==> config.mk <==
export PLATFORM = sky130hd
export DESIGN_NAME = rmst_seq
export DESIGN_NICKNAME = d
export VERILOG_FILES = /design/src/rtl/rmst_pkg.sv /design/src/rtl/rmst_seq.sv
export SDC_FILE = /design/constraint.sdc
export NUM_CORES = 1
export LEC_CHECK = 0
export BUFFER_PORTS_ARGS = -buffer_cell sky130_fd_sc_hd__buf_2
export CAP_MARGIN = 5
export CORE_MARGIN = 1.5
export CORE_UTILIZATION = 52
export DETAILED_ROUTE_END_ITERATION = 16
export GPL_ROUTABILITY_DRIVEN = 1
export PLACE_DENSITY_LB_ADDON = 0.05
export SLEW_MARGIN = 30
export SYNTH_ARGS = -nofsm -noshare
export SYNTH_HDL_FRONTEND = slang
export SYNTH_SLANG_ARGS = --single-unit
==> constraint.sdc <==
create_clock -name clk -period 6.9 [get_ports clk]
set_clock_uncertainty 0.15 [all_clocks]
set_input_delay 1.38 -clock clk [delete_from_list [all_inputs] [get_ports clk]]
set_output_delay 1.38 -clock clk [all_outputs]
set_load 0.02 [all_outputs]
==> src/rtl/rmst_pkg.sv <==
// ----------------------------------------------------------------------------
// rmst_pkg
// Shared field widths, operation codes and the result bundle of the range
// maximum segment tree.
// ----------------------------------------------------------------------------
package rmst_pkg;

  // Field widths
  localparam int OPC_W = 2;
  localparam int IDX_W = 10;
  localparam int VAL_W = 32;
  localparam int CNT_W = 11;

  // Leaf count after reset
  localparam logic [CNT_W-1:0] LEAF_COUNT_RST = 11'd1024;

  // Operation codes
  localparam logic [OPC_W-1:0] OP_LOAD   = 2'd0;
  localparam logic [OPC_W-1:0] OP_BUILD  = 2'd1;
  localparam logic [OPC_W-1:0] OP_QUERY  = 2'd2;
  localparam logic [OPC_W-1:0] OP_UPDATE = 2'd3;

  // Query result from the sequencer to the output ports
  typedef struct packed {
    logic                    valid;
    logic                    empty;
    logic signed [VAL_W-1:0] max;
  } rmst_result_t;

endpackage

==> src/rtl/rmst_seq.sv <==
// ----------------------------------------------------------------------------
// rmst_seq
// Operation sequencer: decodes a transaction, walks the node store with
// read-modify-write steps and forms the query result.
// ----------------------------------------------------------------------------
module rmst_seq #(
  parameter int NW = 11
) (
  input  logic                              clk,
  input  logic                              rst_n,
  input  logic [NW-1:0]                     leaves,
  input  logic                              start,
  output logic                              busy,
  input  logic [rmst_pkg::OPC_W-1:0]        in_opcode,
  input  logic [rmst_pkg::IDX_W-1:0]        in_left_index,
  input  logic [rmst_pkg::IDX_W-1:0]        in_right_index,
  input  logic signed [rmst_pkg::VAL_W-1:0] in_leaf_value,
  output logic                              wr_en,
  output logic [NW-1:0]                     wr_addr,
  output logic signed [rmst_pkg::VAL_W-1:0] wr_data,
  output logic [NW-1:0]                     rd_addr0,
  output logic [NW-1:0]                     rd_addr1,
  input  logic signed [rmst_pkg::VAL_W-1:0] rd_data0,
  input  logic signed [rmst_pkg::VAL_W-1:0] rd_data1,
  output rmst_pkg::rmst_result_t            result_r
);

  import rmst_pkg::*;

  localparam int IW = (NW > IDX_W) ? NW : IDX_W;
  localparam int XW = IW + 1;

  localparam logic [2:0] S_IDLE = 3'd0;
  localparam logic [2:0] S_BRD  = 3'd1;
  localparam logic [2:0] S_BWR  = 3'd2;
  localparam logic [2:0] S_URD  = 3'd3;
  localparam logic [2:0] S_UWR  = 3'd4;
  localparam logic [2:0] S_QRD  = 3'd5;
  localparam logic [2:0] S_QCMB = 3'd6;

  logic [2:0]              state_r, state_nxt;
  logic [NW:0]             k_r, k_nxt;
  logic [NW:0]             r_r, r_nxt;
  logic signed [VAL_W-1:0] cur_r, cur_nxt;
  logic                    found_r, found_nxt;
  rmst_result_t            result_nxt;

  logic                    accept;
  logic [XW-1:0]           n_x, li_x, ri_x, ri_sat, leaf_x, r0_x;
  logic                    li_ok, q_empty;
  logic signed [VAL_W-1:0] pair_max, up_max;
  logic [NW:0]             l_t, r_t;
  logic signed [VAL_W-1:0] b_t;
  logic                    f_t;

  assign busy   = (state_r != S_IDLE);
  assign accept = start && !busy;

  // Decode indices against the effective leaf count
  always_comb begin
    n_x     = XW'(leaves);
    li_x    = XW'(in_left_index);
    ri_x    = XW'(in_right_index);
    ri_sat  = (ri_x > n_x - XW'(1)) ? (n_x - XW'(1)) : ri_x;
    li_ok   = (li_x < n_x);
    q_empty = (li_x > ri_sat);
    leaf_x  = n_x + li_x;
    r0_x    = n_x + ri_sat;
  end

  // Pairwise maxima for build and update
  assign pair_max = (rd_data0 > rd_data1) ? rd_data0 : rd_data1;
  assign up_max   = (rd_data0 > cur_r) ? rd_data0 : cur_r;

  // Fold one level of the query walk
  always_comb begin
    l_t = k_r;
    r_t = r_r;
    b_t = cur_r;
    f_t = found_r;
    if (k_r[0]) begin
      if (!f_t || rd_data0 > b_t) begin
        b_t = rd_data0;
      end
      f_t = 1'b1;
      l_t = k_r + (NW+1)'(1);
    end
    if (!r_r[0]) begin
      if (!f_t || rd_data1 > b_t) begin
        b_t = rd_data1;
      end
      f_t = 1'b1;
      r_t = r_r - (NW+1)'(1);
    end
    l_t = l_t >> 1;
    r_t = r_t >> 1;
  end

  // Sequencer
  always_comb begin
    state_nxt        = state_r;
    k_nxt            = k_r;
    r_nxt            = r_r;
    cur_nxt          = cur_r;
    found_nxt        = found_r;
    result_nxt       = result_r;
    result_nxt.valid = 1'b0;
    wr_en            = 1'b0;
    wr_addr          = '0;
    wr_data          = in_leaf_value;
    rd_addr0         = '0;
    rd_addr1         = '0;
    unique case (state_r)
      S_IDLE: begin
        if (accept) begin
          unique case (in_opcode)
            OP_LOAD: begin
              if (li_ok) begin
                wr_en   = 1'b1;
                wr_addr = leaf_x[NW-1:0];
              end
            end
            OP_BUILD: begin
              k_nxt     = (NW+1)'(leaves) - (NW+1)'(1);
              state_nxt = S_BRD;
            end
            OP_UPDATE: begin
              if (li_ok) begin
                wr_en     = 1'b1;
                wr_addr   = leaf_x[NW-1:0];
                cur_nxt   = in_leaf_value;
                k_nxt     = leaf_x[NW:0];
                state_nxt = S_URD;
              end
            end
            OP_QUERY: begin
              if (q_empty) begin
                result_nxt.valid = 1'b1;
                result_nxt.empty = 1'b1;
                result_nxt.max   = '0;
              end else begin
                k_nxt     = leaf_x[NW:0];
                r_nxt     = r0_x[NW:0];
                found_nxt = 1'b0;
                cur_nxt   = '0;
                state_nxt = S_QRD;
              end
            end
            default: begin
              state_nxt = S_IDLE;
            end
          endcase
        end
      end
      // Build: read both children, then write the parent
      S_BRD: begin
        if (k_r == '0) begin
          state_nxt = S_IDLE;
        end else begin
          rd_addr0  = {k_r[NW-2:0], 1'b0};
          rd_addr1  = {k_r[NW-2:0], 1'b1};
          state_nxt = S_BWR;
        end
      end
      S_BWR: begin
        wr_en     = 1'b1;
        wr_addr   = k_r[NW-1:0];
        wr_data   = pair_max;
        k_nxt     = k_r - (NW+1)'(1);
        state_nxt = S_BRD;
      end
      // Update: read the sibling, then write the parent
      S_URD: begin
        if (k_r == (NW+1)'(1)) begin
          state_nxt = S_IDLE;
        end else begin
          rd_addr0  = k_r[NW-1:0] ^ NW'(1);
          state_nxt = S_UWR;
        end
      end
      S_UWR: begin
        wr_en     = 1'b1;
        wr_addr   = k_r[NW:1];
        wr_data   = up_max;
        cur_nxt   = up_max;
        k_nxt     = k_r >> 1;
        state_nxt = S_URD;
      end
      // Query: read both bounds, then fold them in and climb
      S_QRD: begin
        if (k_r > r_r) begin
          result_nxt.valid = 1'b1;
          result_nxt.empty = !found_r;
          result_nxt.max   = found_r ? cur_r : '0;
          state_nxt        = S_IDLE;
        end else begin
          rd_addr0  = k_r[NW-1:0];
          rd_addr1  = r_r[NW-1:0];
          state_nxt = S_QCMB;
        end
      end
      S_QCMB: begin
        k_nxt     = l_t;
        r_nxt     = r_t;
        cur_nxt   = b_t;
        found_nxt = f_t;
        state_nxt = S_QRD;
      end
      default: begin
        state_nxt = S_IDLE;
      end
    endcase
  end

  // Control state
  always_ff @(posedge clk) begin
    if (!rst_n) begin
      state_r  <= S_IDLE;
      result_r <= '0;
    end else begin
      state_r  <= state_nxt;
      result_r <= result_nxt;
    end
  end

  // Walk registers
  always_ff @(posedge clk) begin
    k_r     <= k_nxt;
    r_r     <= r_nxt;
    cur_r   <= cur_nxt;
    found_r <= found_nxt;
  end

endmodule

# Yosys cells after proc, flatten, opt, wreduce, memory -nomap -nowiden
# Cells that the tools add are included.
# Widths: inputs -> output; s select.
word_totals:
  register_bits: 94
  latch_bits: 0
  ramBits: 0
  romBits: 0
  input_bits: 132
  out_inout_bits: 101
  elab_cells: 121
  n_memories: 0
op_classes:
  n_addsub: 6
  multipliers: 0
  n_div: 0
  order_cmp: 7
  n_eq_ne: 19
  shifts: 0
  n_mux: 59
  bitwise: 1
  reduce_logical: 21
ops:
  columns: ["cell", "count"]
  rows:
  - ["$mux 32", 10]
  - ["$mux 34", 4]
  - ["$pmux 32 s2", 2]
  - ["$mux 12", 9]
  - ["$gt 32x32->1", 3]
  - ["$pmux 32 s3", 1]
  - ["$mux 11", 8]
  - ["$pmux 34 s2", 1]
  - ["$pmux 11 s3", 2]
  - ["$pmux 12 s4", 1]
  - ["$pmux 12 s3", 1]
  - ["$gt 10x12->1", 2]
  - ["$pmux 12 s2", 1]
  - ["$sub 12x1->12 const B", 2]
  - ["$pmux 11 s2", 1]
  - ["$pmux 3 s7", 1]
  - ["$mux 3", 5]
  - ["$reduce_and 5->1", 3]
  - ["$add 11x10->12", 1]
  - ["$add 11x12->12", 1]
  - ["$add 12x1->12 const B", 1]
  - ["$eq 12x1->1 const B", 1]
  - ["$gt 12x12->1", 1]
  - ["$logic_not 12->1", 1]
  - ["other kinds (27)", 50]

# Longest topological paths before layout
logic_depth:
  depth_word: 9
  depth_mapped: 24

# Worst setup path after synthesis
# OpenSTA, ideal clock, no wires.
synth_path:
  kind: "input to register"
  from: "in leaves[4]"
  to: "reg cur_r[0], enable pin"
  setup_time_ns: 0.432
  arrival_time_ns: 6.674
  required_ns: 6.318
  setup_slack_ns: -0.356
  stages: 18
  cell_sequence: "nor4_1 nand2_1 nor3_1 xnor2_1 inv_1 ha_1 o21ai_0 a21oi_1 o31ai_2 buf_4 mux2i_1 ha_1 a21o_1 a211oi_1 and2_1 a21oi_1 a22o_1 a21oi_1"
synth_between:
  elab_chain_len: 6
synth_rtl:
  columns: ["element", "line_no", "text"]
  rows:
  - ["start, declared", "rmst_seq.sv:11", "input logic [NW-1:0] leaves,"]
  - ["$sub 11x1->12", "rmst_seq.sv:64", "ri_sat = (ri_x > n_x - XW'(1)) ? (n_x - XW'(1)) : ri_x;"]
  - ["$gt 10x12->1", "rmst_seq.sv:64", null]
  - ["$mux 12", "rmst_seq.sv:64", null]
  - ["$gt 10x12->1", "rmst_seq.sv:66", "q_empty = (li_x > ri_sat);"]
  - ["$ne 3x3->1 (no source line)", null, null]
  - ["$reduce_and 5->1 (no source line) *", null, null]
  - ["end signal, assigned", "rmst_seq.sv:230", "cur_r <= cur_nxt;"]
  - ["end, declared", "rmst_seq.sv:44", "logic signed [VAL_W-1:0] cur_r, cur_nxt;"]
# Every way passes the cells marked *; elsewhere a longest branch is shown, timed or not.
# A chain may end at the register's enable or synchronous reset.

# Final worst setup path
layout_path:
  from: "in leaves[4]"
  to: "reg result_r[5] (netlist bit)"
layout_between:
  elab_chain_len: 6
layout_rtl:
  columns: ["element", "line_no", "text"]
  rows:
  - ["$sub 11x1->12 *", "rmst_seq.sv:64", null]
  - ["$gt 10x12->1", "rmst_seq.sv:64", null]
  - ["$mux 12 *", "rmst_seq.sv:64", null]
  - ["$gt 10x12->1 *", "rmst_seq.sv:66", null]
  - ["$ne 2x2->1 (no source line) *", null, null]
  - ["$reduce_and 5->1 (no source line) *", null, null]
  - ["end signal, assigned", "rmst_seq.sv:222", "result_r <= result_nxt;"]
  - ["end, declared", "rmst_seq.sv:25", "output rmst_pkg::rmst_result_t result_r"]
# Marked as above.

==> out/qor.yml <==
die_y_um: 156
tightestPinTransition_ns: 0.896
fin_area_sq_um: 13900
wl_um: 42700
worstPathMaxFanout: 33
cts_tree: "yes"
postCtsSetupRepairBufs: 0
synth-edff-count: 57
port_buffers: 232
min_path_type: "reg2reg"
placed_cells: 1982
outcome: "finished clean"
internal_power_mw: 1.62
synth_top_area_share_pct: 17.3
routed.top_layer: "met4"
synth_ff_type: "edfxtp_1"
yosysMostFrequentCell: "ha_1"
synth_top_cell_by_area: "ha_1"
synth_warnings: 0
rsz0062_at_grt: "false"
drc_errors: 0
clock-sinks: 94
wl_met1_um: 17900
layout_worst_path_cycle_share_pct: 91.5
grt_max_degree: 65
final_nets: 2009
num_vias: 13000
crit_path_end_kind: "register"
core_sq_um: 22700
cellPowerDensity_nw_per_um2: 223
ioPinCount: 233
antenna_found_initial: 1
cts_max_level: 3
synth_area_per_cell_sq_um: 7.93
power_switching_mw: 1.49
synth_cells: 1525
rows: 55
setup_tns_ns: 0
regToRegSetupSlack_ns: 1.30
cts.clk_slew.worst_paths_ns: 0.07
synthTopCellsByArea: "ha_1 (17%), edfxtp_1 (14%), mux2i_1 (6.3%)"
layout_min_cycle_time_ns: 6.31
track_usage_pct: 34.9
via_per_inst: 6.51
cts.repair.resized: 0
dr_wl_met3_um: 3110
cp.required_ns: 6.98
slew_viol_final: 0
place_area_sq_um: 13700
reg2reg_to: "cur_r[14]"
combPwrFrac_pct: 57.4
cts_hold_buf: 0
chipWidth_um: 156
final_layout_size_suffix_gt1_share_pct: 18.7
drt_iter0_drc: 1093
hold_depth: 2
layout.cells.non_filler: 1999
setup_viol: 0
gr-total-overflow: 0
clk_latency_ns: 0.36
grt_pass1_wl_um: 66900
worstPathCellList: "buf_2 > nor4_1 > nand2_1 > nor3_1 > nand3_1 > xnor2_1 > inv_1 > ha_1 > nand4_1 > o32ai_1 > a211oi_1 > o31ai_4 > mux2_2 > ha_1 > nor2b_1 > o21a_1 > o21a_1 > o211ai_1 > a2111oi_1 > nor2b_4 > buf_12 > nand3_1 > mux2i_1"
synth_common_cells: "ha_1 (167), nand2_1 (132), inv_1 (131)"
swShare_pct: 48.0
critical_path_class: "in2reg"
postSynth.asyncResetShare_pct: 0
syn_area_sq_um: 12100
min_to: "result_r[27]"
finalHoldViolCount: 0
netlist-cell-type-count: 76
hp-start: "result_r[27]"
p_leak_nw: 6.36
ys_seq_elements: 94
cp_slowest_cell: "a2111oi_1"
wl_met2_um: 20200
dieArea_sq_um: 24200
start_util_pct: 53.3
relSlewSlack_pct: 40.1
ys_seq_area_share_pct: 20.3
routabilityCongestion: 0.986
clock_power_share_pct: 16.1
grt_pass1_vias: 12300
r2r-start: "cur_r[27]"
cts_made_buffers: 9
syn2layout_area_growth_pct: 15.2
drtPass1Iterations: 7
ctsLongestPathBuffers: 2
ir_drop_mv: 0.202
arrival_ns: 6.39
clock-root-buffer: "clkbuf_16"
synth_nets: 1826
dpl.hpwl_um: 31800
reg2reg_depth: 18
cp-start-kind: "primary input"
wl_per_cell_um: 21.4
drv_cap: 0
critPathMaxStageDelay_ns: 0.72
seqPwrFrac_pct: 26.5
final_antenna_net_count: 0
fmax_mhz: 158
==> worst max-delay path, delay by kind of cell <==
family,cells,cell delay (ns)
compound gates,7,1.74
simple gates,8,1.48
fa+ha+maj,2,0.58
buf+inv,3,0.46
mux,2,0.41
xor+xnor,1,0.32
==> metal layers <==
metal | vias to the layer above | track usage (%)
met5 | - | 0
met4 | 0 | 14.8
met3 | 81 | 4.33
met2 | 634 | 58.8
met1 | 6176 | 45.0
li1 | 6113 | -
==> through the flow <==
stage | setup slack (ns) | power (mW) | util [%] | hold slack [ns]
after floorplan | 0.347 | 2.00 | - | 0.383
after global placement | 0.340 | 2.55 | 60.0 | 0.288
after detailed placement | 0.248 | 2.57 | 60.2 | 0.295
after CTS | 0.609 | 3.08 | 61.4 | 0.305
after global routing | 0.121 | 3.30 | 61.4 | 0.322
final | 0.588 | 3.11 | 61.4 | 0.303
==> sequential cells by signal, summed over array words and instances (netlist names) <==
signal and count:
state_r 3, cur_r 32, r_r 12, k_r 12, found_r 1, result_r 34
==> power groups by stage <==
stage	Combinational, mW	Sequential [mW]	Clock, mW
floorplan	1.26	0.744	0
detailed placement	1.75	0.827	0
finish	1.78	0.823	0.501
global route	1.95	0.829	0.526
CTS	1.76	0.817	0.507
global placement	1.72	0.830	0
==> cell families after synthesis <==
kind of cell               after synthesis  share of synthesized area [%]
DFF                                     94                           20.3
adders and majority gates              169                           17.6
buffers and inverters                  229                           7.33
muxes                                   87                           7.31
AOI/OAI and AO/OA                      536                           30.0
and+or+nand+nor                        366                           14.3
xor gates and xnor gates                44                           3.19
==> cell type report <==
type                       instances  area [sq um]
timing repair buffer             269          1500
sequential                        94          2450
fill                            2138          8770
clock buffer                      10           229
tap                              285           357
antenna                            1          2.50
multi-input combinational       1202          8850
inverter                         132           497
clock inverter                     6          45.0
==> cells in the final DEF (no fill, tap or decap), drive strengths merged, types with 55 or more instances in the layout <==
master / Yosys / layout
a21oi: 121 / 121
buf: 18 / 269
edfxtp: 57 / 57
ha: 167 / 167
inv: 131 / 134
mux2i: 76 / 76
nand2: 132 / 132
nand3: 55 / 55
nor2: 66 / 66
o21ai: 151 / 151
==> worst max path at each step <==
stage | from | to | slack, ns | cells after the start
2_1_floorplan | leaves[4] | cur_r[0] | 0.35 | 18
3_3_place_gp | rd_data0[11] | cur_r[26] | 0.34 | 19
3_5_place_dp | leaves[4] | result_r[7] | 0.25 | 23
4_1_cts | leaves[4] | result_r[6] | 0.61 | 23
5_1_grt | leaves[4] | result_r[5] | 0.12 | 23
6_report | leaves[4] | result_r[5] | 0.59 | 23
Note: power is estimated with default switching activity, not from simulation.
